`src/design/tdbg_pkg.sv`:
```
// Shared types and constants for the torus double-banked grid store.
// Holds the command enum, status and mode codes and the decoded operation word.
// No dependencies.
package tdbg_pkg;

   // Grid geometry
   localparam int MAX_WIDTH  = 64;
   localparam int MAX_HEIGHT = 64;
   localparam int CELLS      = MAX_WIDTH * MAX_HEIGHT;
   localparam int ADDR_W     = $clog2(CELLS);
   localparam int COL_W      = $clog2(MAX_WIDTH);
   localparam int ROW_W      = $clog2(MAX_HEIGHT);

   // Field widths
   localparam int DIM_W      = 7;
   localparam int COORD_W    = 8;
   localparam int VALUE_W    = 32;
   localparam int STATUS_W   = 2;
   localparam int MODE_W     = 2;
   localparam int CSR_IDX_W  = 2;
   localparam int CSR_DATA_W = 7;

   typedef enum logic [1:0] {
      CMD_READ  = 2'd0,
      CMD_WRITE = 2'd1,
      CMD_ADD   = 2'd2,
      CMD_CLEAR = 2'd3
   } cmd_type;

   // Result status codes
   localparam logic [STATUS_W-1:0] STATUS_OK    = 2'd0;
   localparam logic [STATUS_W-1:0] STATUS_RANGE = 2'd1;
   localparam logic [STATUS_W-1:0] STATUS_SAT   = 2'd2;

   // Bank modes
   localparam logic [MODE_W-1:0] MODE_A_TO_B = 2'd0;
   localparam logic [MODE_W-1:0] MODE_B_TO_A = 2'd1;
   localparam logic [MODE_W-1:0] MODE_B_ONLY = 2'd2;

   // Register indexes
   localparam logic [CSR_IDX_W-1:0] REG_GRID_WIDTH  = 2'd0;
   localparam logic [CSR_IDX_W-1:0] REG_GRID_HEIGHT = 2'd1;
   localparam logic [CSR_IDX_W-1:0] REG_BANK_MODE   = 2'd2;

   // Decoded operation, held for the read and execute cycles
   typedef struct packed {
      cmd_type                    cmd;
      logic [ADDR_W-1:0]          addr;
      logic                       fault;     // coordinate out of reach
      logic                       rd_from_b; // read command sources bank B
      logic                       rd_none;   // read command sources nothing
      logic                       wr_none;   // write and add are dropped
      logic                       wr_to_a;   // write and add target bank A
      logic signed [VALUE_W-1:0]  value;
   } op_type;

endpackage

```
`src/design/tdbg_addr_gen.sv`:
```
// Decode stage: clamps the grid size, wraps read coordinates like a torus and forms
// the cell address y * width + x. Registers the decoded word. Depends on tdbg_pkg.
module tdbg_addr_gen (
   input  logic                                  clock,
   input  logic                                  load,
   input  logic [1:0]                            command,
   input  logic signed [tdbg_pkg::COORD_W-1:0]   x_coord,
   input  logic signed [tdbg_pkg::COORD_W-1:0]   y_coord,
   input  logic signed [tdbg_pkg::VALUE_W-1:0]   write_value,
   input  logic [tdbg_pkg::DIM_W-1:0]            grid_width,
   input  logic [tdbg_pkg::DIM_W-1:0]            grid_height,
   input  logic [tdbg_pkg::MODE_W-1:0]           bank_mode,
   output tdbg_pkg::op_type                      op_ff
);

   localparam int EXT_W  = tdbg_pkg::DIM_W + 3;
   localparam int PROD_W = tdbg_pkg::ROW_W + tdbg_pkg::DIM_W;

   // zero acts as one, anything above the maximum acts as the maximum
   function automatic logic [tdbg_pkg::DIM_W-1:0] eff_dim(
      input logic [tdbg_pkg::DIM_W-1:0] v,
      input logic [tdbg_pkg::DIM_W-1:0] max_v
   );
      logic [tdbg_pkg::DIM_W-1:0] r;
      if (v == '0) r = tdbg_pkg::DIM_W'(1);
      else if (v > max_v) r = max_v;
      else r = v;
      return r;
   endfunction

   // wraps c once into [0, n); top bit set when c lies within one wrap
   function automatic logic [tdbg_pkg::DIM_W:0] wrap_once(
      input logic signed [tdbg_pkg::COORD_W-1:0] c,
      input logic [tdbg_pkg::DIM_W-1:0]          n
   );
      logic signed [EXT_W-1:0] cs;
      logic signed [EXT_W-1:0] ns;
      logic signed [EXT_W-1:0] r;
      logic                    ok;
      cs = {{(EXT_W-tdbg_pkg::COORD_W){c[tdbg_pkg::COORD_W-1]}}, c};
      ns = {{(EXT_W-tdbg_pkg::DIM_W){1'b0}}, n};
      ok = (cs >= -ns) && (cs < (ns <<< 1));
      if (cs < 0) r = cs + ns;
      else if (cs >= ns) r = cs - ns;
      else r = cs;
      return {ok, r[tdbg_pkg::DIM_W-1:0]};
   endfunction

   // true when 0 <= c < n
   function automatic logic in_grid(
      input logic signed [tdbg_pkg::COORD_W-1:0] c,
      input logic [tdbg_pkg::DIM_W-1:0]          n
   );
      logic signed [EXT_W-1:0] cs;
      logic signed [EXT_W-1:0] ns;
      cs = {{(EXT_W-tdbg_pkg::COORD_W){c[tdbg_pkg::COORD_W-1]}}, c};
      ns = {{(EXT_W-tdbg_pkg::DIM_W){1'b0}}, n};
      return (cs >= 0) && (cs < ns);
   endfunction

   logic [tdbg_pkg::DIM_W-1:0] w;
   logic [tdbg_pkg::DIM_W-1:0] h;
   logic [tdbg_pkg::DIM_W:0]   wx;
   logic [tdbg_pkg::DIM_W:0]   wy;
   logic [tdbg_pkg::COL_W-1:0] cx;
   logic [tdbg_pkg::ROW_W-1:0] cy;
   logic [PROD_W-1:0]          cell_sum;
   logic                       rd_fault;
   logic                       wr_fault;
   tdbg_pkg::cmd_type          cmd;
   tdbg_pkg::op_type           op_in;

   // geometry and wrap
   always_comb begin
      w        = eff_dim(grid_width, tdbg_pkg::DIM_W'(tdbg_pkg::MAX_WIDTH));
      h        = eff_dim(grid_height, tdbg_pkg::DIM_W'(tdbg_pkg::MAX_HEIGHT));
      wx       = wrap_once(x_coord, w);
      wy       = wrap_once(y_coord, h);
      cx       = wx[tdbg_pkg::COL_W-1:0];
      cy       = wy[tdbg_pkg::ROW_W-1:0];
      cell_sum = PROD_W'(cy) * PROD_W'(w) + PROD_W'(cx);
      rd_fault = !(wx[tdbg_pkg::DIM_W] && wy[tdbg_pkg::DIM_W]);
      wr_fault = !(in_grid(x_coord, w) && in_grid(y_coord, h));
      cmd      = tdbg_pkg::cmd_type'(command);
   end

   // decoded word
   always_comb begin
      op_in.cmd       = cmd;
      op_in.addr      = cell_sum[tdbg_pkg::ADDR_W-1:0];
      op_in.fault     = (cmd == tdbg_pkg::CMD_READ) ? rd_fault : wr_fault;
      op_in.rd_from_b = (bank_mode == tdbg_pkg::MODE_B_TO_A) ||
                        (bank_mode == tdbg_pkg::MODE_B_ONLY);
      op_in.rd_none   = !(op_in.rd_from_b || (bank_mode == tdbg_pkg::MODE_A_TO_B));
      op_in.wr_to_a   = (bank_mode == tdbg_pkg::MODE_B_TO_A);
      op_in.wr_none   = !(op_in.wr_to_a || (bank_mode == tdbg_pkg::MODE_A_TO_B) ||
                          (bank_mode == tdbg_pkg::MODE_B_ONLY));
      op_in.value     = write_value;
   end

   always_ff @(posedge clock) begin
      if (load) begin
         op_ff <= op_in;
      end
   end

endmodule

```
`config.mk`:
```
export PLATFORM = sky130hd
export DESIGN_NAME = tdbg_addr_gen
export DESIGN_NICKNAME = d
export VERILOG_FILES = /design/src/design/tdbg_pkg.sv /design/src/design/tdbg_addr_gen.sv
export SDC_FILE = /design/constraint.sdc
export NUM_CORES = 1
export LEC_CHECK = 0
export BUFFER_PORTS_ARGS = -buffer_cell sky130_fd_sc_hd__clkbuf_2
export CAP_MARGIN = 15
export CELL_PAD_IN_SITES_DETAIL_PLACEMENT = 0
export CELL_PAD_IN_SITES_GLOBAL_PLACEMENT = 1
export CORE_MARGIN = 4
export CORE_UTILIZATION = 38
export DETAILED_ROUTE_END_ITERATION = 6
export HOLD_SLACK_MARGIN = 0.08
export PLACE_DENSITY_LB_ADDON = 0.12
export SLEW_MARGIN = 10
export SYNTH_ARGS = -nofsm -noshare
export SYNTH_HDL_FRONTEND = slang
export SYNTH_SLANG_ARGS = --single-unit
```
`constraint.sdc`:
```
create_clock -name clock -period 7.6 [get_ports clock]
set_input_delay 1.52 -clock clock [delete_from_list [all_inputs] [get_ports clock]]
set_output_delay 1.52 -clock clock [all_outputs]
set_load 0.03 [all_outputs]
```
; Yosys cells after proc, flatten, opt, wreduce, memory -nomap -nowiden
; Cells that the tools add are included.
[op_classes]
n_addsub = 7
n_mul = 1
n_lt_le_gt_ge = 14
n_eq_ne = 2
mux = 9
n_reduce_logical = 18
[ops]
columns = op, n
row1 = 7-bit 2-to-1 mux, 4
row2 = 6-bit 2-to-1 mux, 4
row3 = 8-bit by 10-bit >= comparator with 1-bit output, 2
row4 = 7-bit negation with 10-bit output, 2
row5 = 8-bit by 9-bit < comparator with 1-bit output, 2
row6 = "8-bit by 1-bit >= comparator with 1-bit output, second input constant", 2
row7 = 8-bit >= comparator, 2
row8 = "8-bit by 1-bit < comparator with 1-bit output, second input constant", 2
row9 = 8-bit < comparator, 2
row10 = "7-bit > comparator, second input constant", 2
row11 = 7-bit logical NOT, 2
row12 = 12-bit by 6-bit adder with 12-bit output, 1
row13 = 6-bit adder, 2
row14 = 6-bit by 7-bit multiplier with 12-bit output, 1
row15 = 6-bit subtractor, 2
row16 = 1-bit logical AND, 6
row17 = 1-bit logical NOT, 4
row18 = 2-bit logical NOT, 2
row19 = 1-bit logical OR, 4
row20 = "2-bit by 1-bit == test with 1-bit output, second input constant", 1
row21 = "2-bit == test, second input constant", 1
row22 = 1-bit 2-to-1 mux, 1
[word_totals]
reg_bits = 51
inputBits = 68
elab_cells = 59

; Depth between registers and ports, before layout
[depth]
word_depth = 9
ltp_mapped = 31
ltp_nobuf = 31

; Worst setup path after synthesis
; OpenSTA, ideal clock, no wires.
[synth_path]
kind = input-to-reg
from = input grid_height[3] in the netlist's numbering
to = register op_ff[48] in the netlist's numbering (data pin)
setup_ps = 258
t_arrival_ps = 7466
t_required_ps = 7342
setup_slack_ps = -124
path_stages = 29
cell_sequence = nor3_1 nand2b_1 nor2_1 nor2_1 nor2_1 ha_1 inv_1 fa_1 nand3_1 a21oi_2 a211oi_4 a21oi_1 mux2_4 or2_1 fa_1 fa_1 inv_1 fa_1 inv_1 fa_1 inv_1 ha_1 a21oi_1 nor2b_1 a311oi_1 o2bb2ai_1 o21ai_1 xnor2_1 xnor2_1
[synth_between]
elab_chain_cells = 8
word_cells_on_any_way = 11
cone_classes = 3 x add/sub / 1 x mul / 2 x order compare / 4 x mux / 1 x reduce/logical
[synth_lines]
columns = item, line
row1 = from (decl), tdbg_addr_gen.sv:11  ; input logic [tdbg_pkg::DIM_W-1:0] grid_height,
row2 = 7-bit > comparator, tdbg_addr_gen.sv:26  ; else if (v > max_v) r = max_v;
row3 = 7-bit 2-to-1 mux, tdbg_addr_gen.sv:26
row4 = 7-bit 2-to-1 mux *, tdbg_addr_gen.sv:25  ; if (v == '0) r = tdbg_pkg::DIM_W'(1);
row5 = 8-bit >= comparator / 6-bit subtractor (equally long branches), tdbg_addr_gen.sv:44  ; else if (cs >= ns) r = cs - ns;
row6 = 6-bit 2-to-1 mux, tdbg_addr_gen.sv:44
row7 = 6-bit 2-to-1 mux *, tdbg_addr_gen.sv:43  ; if (cs < 0) r = cs + ns;
row8 = 6-bit by 7-bit multiplier with 12-bit output *, tdbg_addr_gen.sv:81  ; cell_sum = PROD_W'(cy) * PROD_W'(w) + PROD_W'(cx);
row9 = 12-bit by 6-bit adder with 12-bit output *, tdbg_addr_gen.sv:81
row10 = net cell_sum[11], tdbg_addr_gen.sv:67  ; logic [PROD_W-1:0] cell_sum;
row11 = to (signal assigned), tdbg_addr_gen.sv:103  ; op_ff <= op_in;
row12 = to (decl), tdbg_addr_gen.sv:13  ; output tdbg_pkg::op_type op_ff
; Mark *: on every way through the listed nets, which the timed path passes. The rest lies on a longest branch.
; A chain may end at the register's enable or synchronous reset.

; Final worst setup path
[layout_path]
from = input grid_height[2] in the netlist's numbering
to = register op_ff[48] in the netlist's numbering (data pin)
; The elaborated chain is that of the path after synthesis.

==> key figures <==
Die
  • Placement Rows: 42
  • Horizontal die dimension: ~120 um
  • Initial core utilization: 38.8%
  • Y dimension of the die: 124 um
  • Die Footprint: 15400 um^2
  • Placeable core region: approximately 13000 um^2
  • Number of top-level design ports: 119

Detailed routing
  • DR iter-0 viols: ~120
  • Remaining antenna violation count after routing: 0
  • Total Routed Length: 12900 um
  • Average vias per placed instance: roughly 5.0
  • DR DRC count: 0
  • Drt pass-1 iters: 6
  • WL per Instance: between 15 and 20 um
  • Number of vias in the routed layout: 4228

Clock network
  • Bufs on Longest Clock Path: 2
  • Clock Root Buffer: sky130_fd_sc_hd__clkbuf_16
  • Maximum level of the CTS H-tree: 2
  • CTS tree: done
  • Clock slew at reported path FFs: 80 ps
  • Cts bufs inserted: 5
  • Clk sink count: 50
  • CTS Hold Bufs: 0

Finish
  • Number of antenna repair diodes: 0
  • Number of cells in the finished layout apart from fillers: 848
  • Leading cell type in the layout, fill and taps excluded: sky130_fd_sc_hd__clkbuf_2
  • Max reg flops: 50
  • Register with the highest flop count: op_ff
  • Commonest cells after routing, fill and taps aside: sky130_fd_sc_hd__clkbuf_2, sky130_fd_sc_hd__ha_1, sky130_fd_sc_hd__nor2_1
  • Final Net Count: 855
  • Post-layout util: 49.2%
  • Area growth from synthesis to layout: 26.8%
  • Fraction of final layout cells with drive strength greater than 1: 31.1%
  • Largest registers: op_ff: 50 flops

Critical path
  • Type of element launching the critical path: input port
  • Critical path arrival: roughly 7400 ps
  • Worst setup EP type: flop
  • Max FO, Critical Path: 4
  • Type of the setup path with the least slack: input port to flop
  • Critical path buffers and inverters: 7
  • Cell family with the largest share of critical-path delay: adder cells
  • Data required time at the worst endpoint: about 7600 ps
  • Peak per-stage delay on the critical path: between 500 and 600 ps
  • Standard cell with the maximum stage delay on the critical path: sky130_fd_sc_hd__fa_1

Place
  • Port bufs: approximately 120
  • Total instance count after detailed placement: 834
  • Final weighted congestion in routability-driven placement: 0.860
  • DPL Wire Length: 10700 um

Timing
  • Worst max-slew margin expressed relative to the limit: a little under three fifths
  • Total count of max-transition violations in the final report: 0
  • Count of endpoints failing setup in the final report: 0
  • Unrepaired setup endpoints after global routing: true
  • Number of hold violations in the final report: 0
  • Maximum clock frequency: 0.136 GHz
  • Transition at the pin with the smallest max-transition slack: between 600 and 700 ps
  • Period minus WS final: 7360 ps
  • Final worst-path cycle share: 96.8%

Synth
  • Syn. warnings: 0
  • Area share of the leading cell type in the synthesized netlist: 29.3%
  • Share of synthesized area occupied by flip-flops and latches: 29.3%
  • Most used flip-flop cell after synthesis: sky130_fd_sc_hd__edfxtp_1
  • Post-Synthesis Mean Instance Area: 10.0 um^2
  • Largest area contributor in the netlist: sky130_fd_sc_hd__edfxtp_1
  • Distinct cells, synth: 62
  • Cell area after synthesis: 5120 um^2
  • Share of async-settable or async-resettable flops after synthesis: 0%
  • Cells taking the most area after synthesis: sky130_fd_sc_hd__edfxtp_1, sky130_fd_sc_hd__ha_1, sky130_fd_sc_hd__fa_1
  • Cells after Synth: 510
  • Number of enable-type register cells in the synthesized netlist: 50
  • #FFs+latches synth: 50

Power and ir drop
  • Static leakage: ~3.1 nW
  • Worst voltage drop across the vdd grid: 0.000111 V
  • Power per cell area: 202 nW/um^2

Run
  • Max Cap Viol: 0

GRT
  • First-pass GRT wire length: 20700 um
  • Via count of the first global-routing pass: 4324
  • Largest net degree at the start of global routing: 51
  • GRT overflow: 0
  • Number of antenna violations at the first check in global routing: 0
  • Total GRT Usage: 17.2%

Run status
  • Outcome: finished clean

Min path
  • Tightest Hold Check Type: input port to flop
==> kinds of logic after synthesis <==
group	Yosys count	share of synthesized area, %
xor+xnor	25	4.28
fa+ha+maj	116	32.3
buf+inv	60	4.72
other cells	1	0.0733
compound gates	100	14.0
flops	50	29.3
mux	5	1.08
simple gates	153	14.2
==> metrics by stage <==
stage / TNS, ps / hold slack, ps / instance area [um^2] / setup slack (ps) / total power [mW]
after floorplan: 0 / 1620 / 5160 / 51.8 / 0.856
after global placement: -46.0 / 1700 / 6190 / -46.0 / 1.06
after detailed placement: -275 / 1700 / 6190 / -227 / 1.06
after CTS: 0 / 1370 / 6340 / 95.6 / 1.31
after global routing: -100 / 1370 / 6490 / -93.1 / 1.42
final: 0 / 1390 / 6490 / 242 / 1.31
==> what timing repair did <==
item	CTS	global route
resized for setup	0	28
setup endpoints to repair	0	4
buffers inserted	0	6
==> cell type report <==
type                    count  area, um^2
inverters                  51         191
flip-flops and latches     50        1500
fillers                  1310        6700
multi-input cells         403        3500
clock inverters             3        28.8
well taps                 176         220
repair buffers            160         922
clock buffers               5         125
==> where the power goes <==
group | switching (mW) | internal (mW) | leakage, nW | total, mW
clock | 0.109 | 0.126 | 0.0763 | 0.236
combinational | 0.395 | 0.300 | 2.56 | 0.696
sequential | 0.0109 | 0.368 | 0.489 | 0.379
total | 0.516 | 0.794 | 3.12 | 1.31
==> path summary, 6_finish.rpt <==
kind | slack (ps) | to | cells past startpoint | startpoint
worst max-delay path | 240 | op_ff[48] | 33 | grid_height[2]
worst min-delay path | 1390 | op_ff[23] | 1 | write_value[23]
==> Yosys cell counts, drive strengths merged, types with 3 or more instances <==
cell type and count:
ha 89, nor2 65, edfxtp 50, inv 49, a21oi 33, nand2 29
fa 27, o21ai 23, xnor2 22, nor3 11, nand2b 10, nor2b 8
nand3 7, a21o 5, buf 5, nand4 5, clkbuf 4, mux2i 4
o211ai 4, o21a 4, o21bai 4, o22ai 4, o31ai 4, or3 4
a211oi 3, a221oi 3, nor4 3, xor2 3
==> routing by layer <==
layer  up-vias  track usage [%]  wire, um
li1       2124                -         -
met2        61             31.3      6700
met4         0             4.18       124
met5         -                0         0
met3         7             3.18       470
met1      2036             21.0      5640
Note: power is estimated with default switching activity, not from simulation.
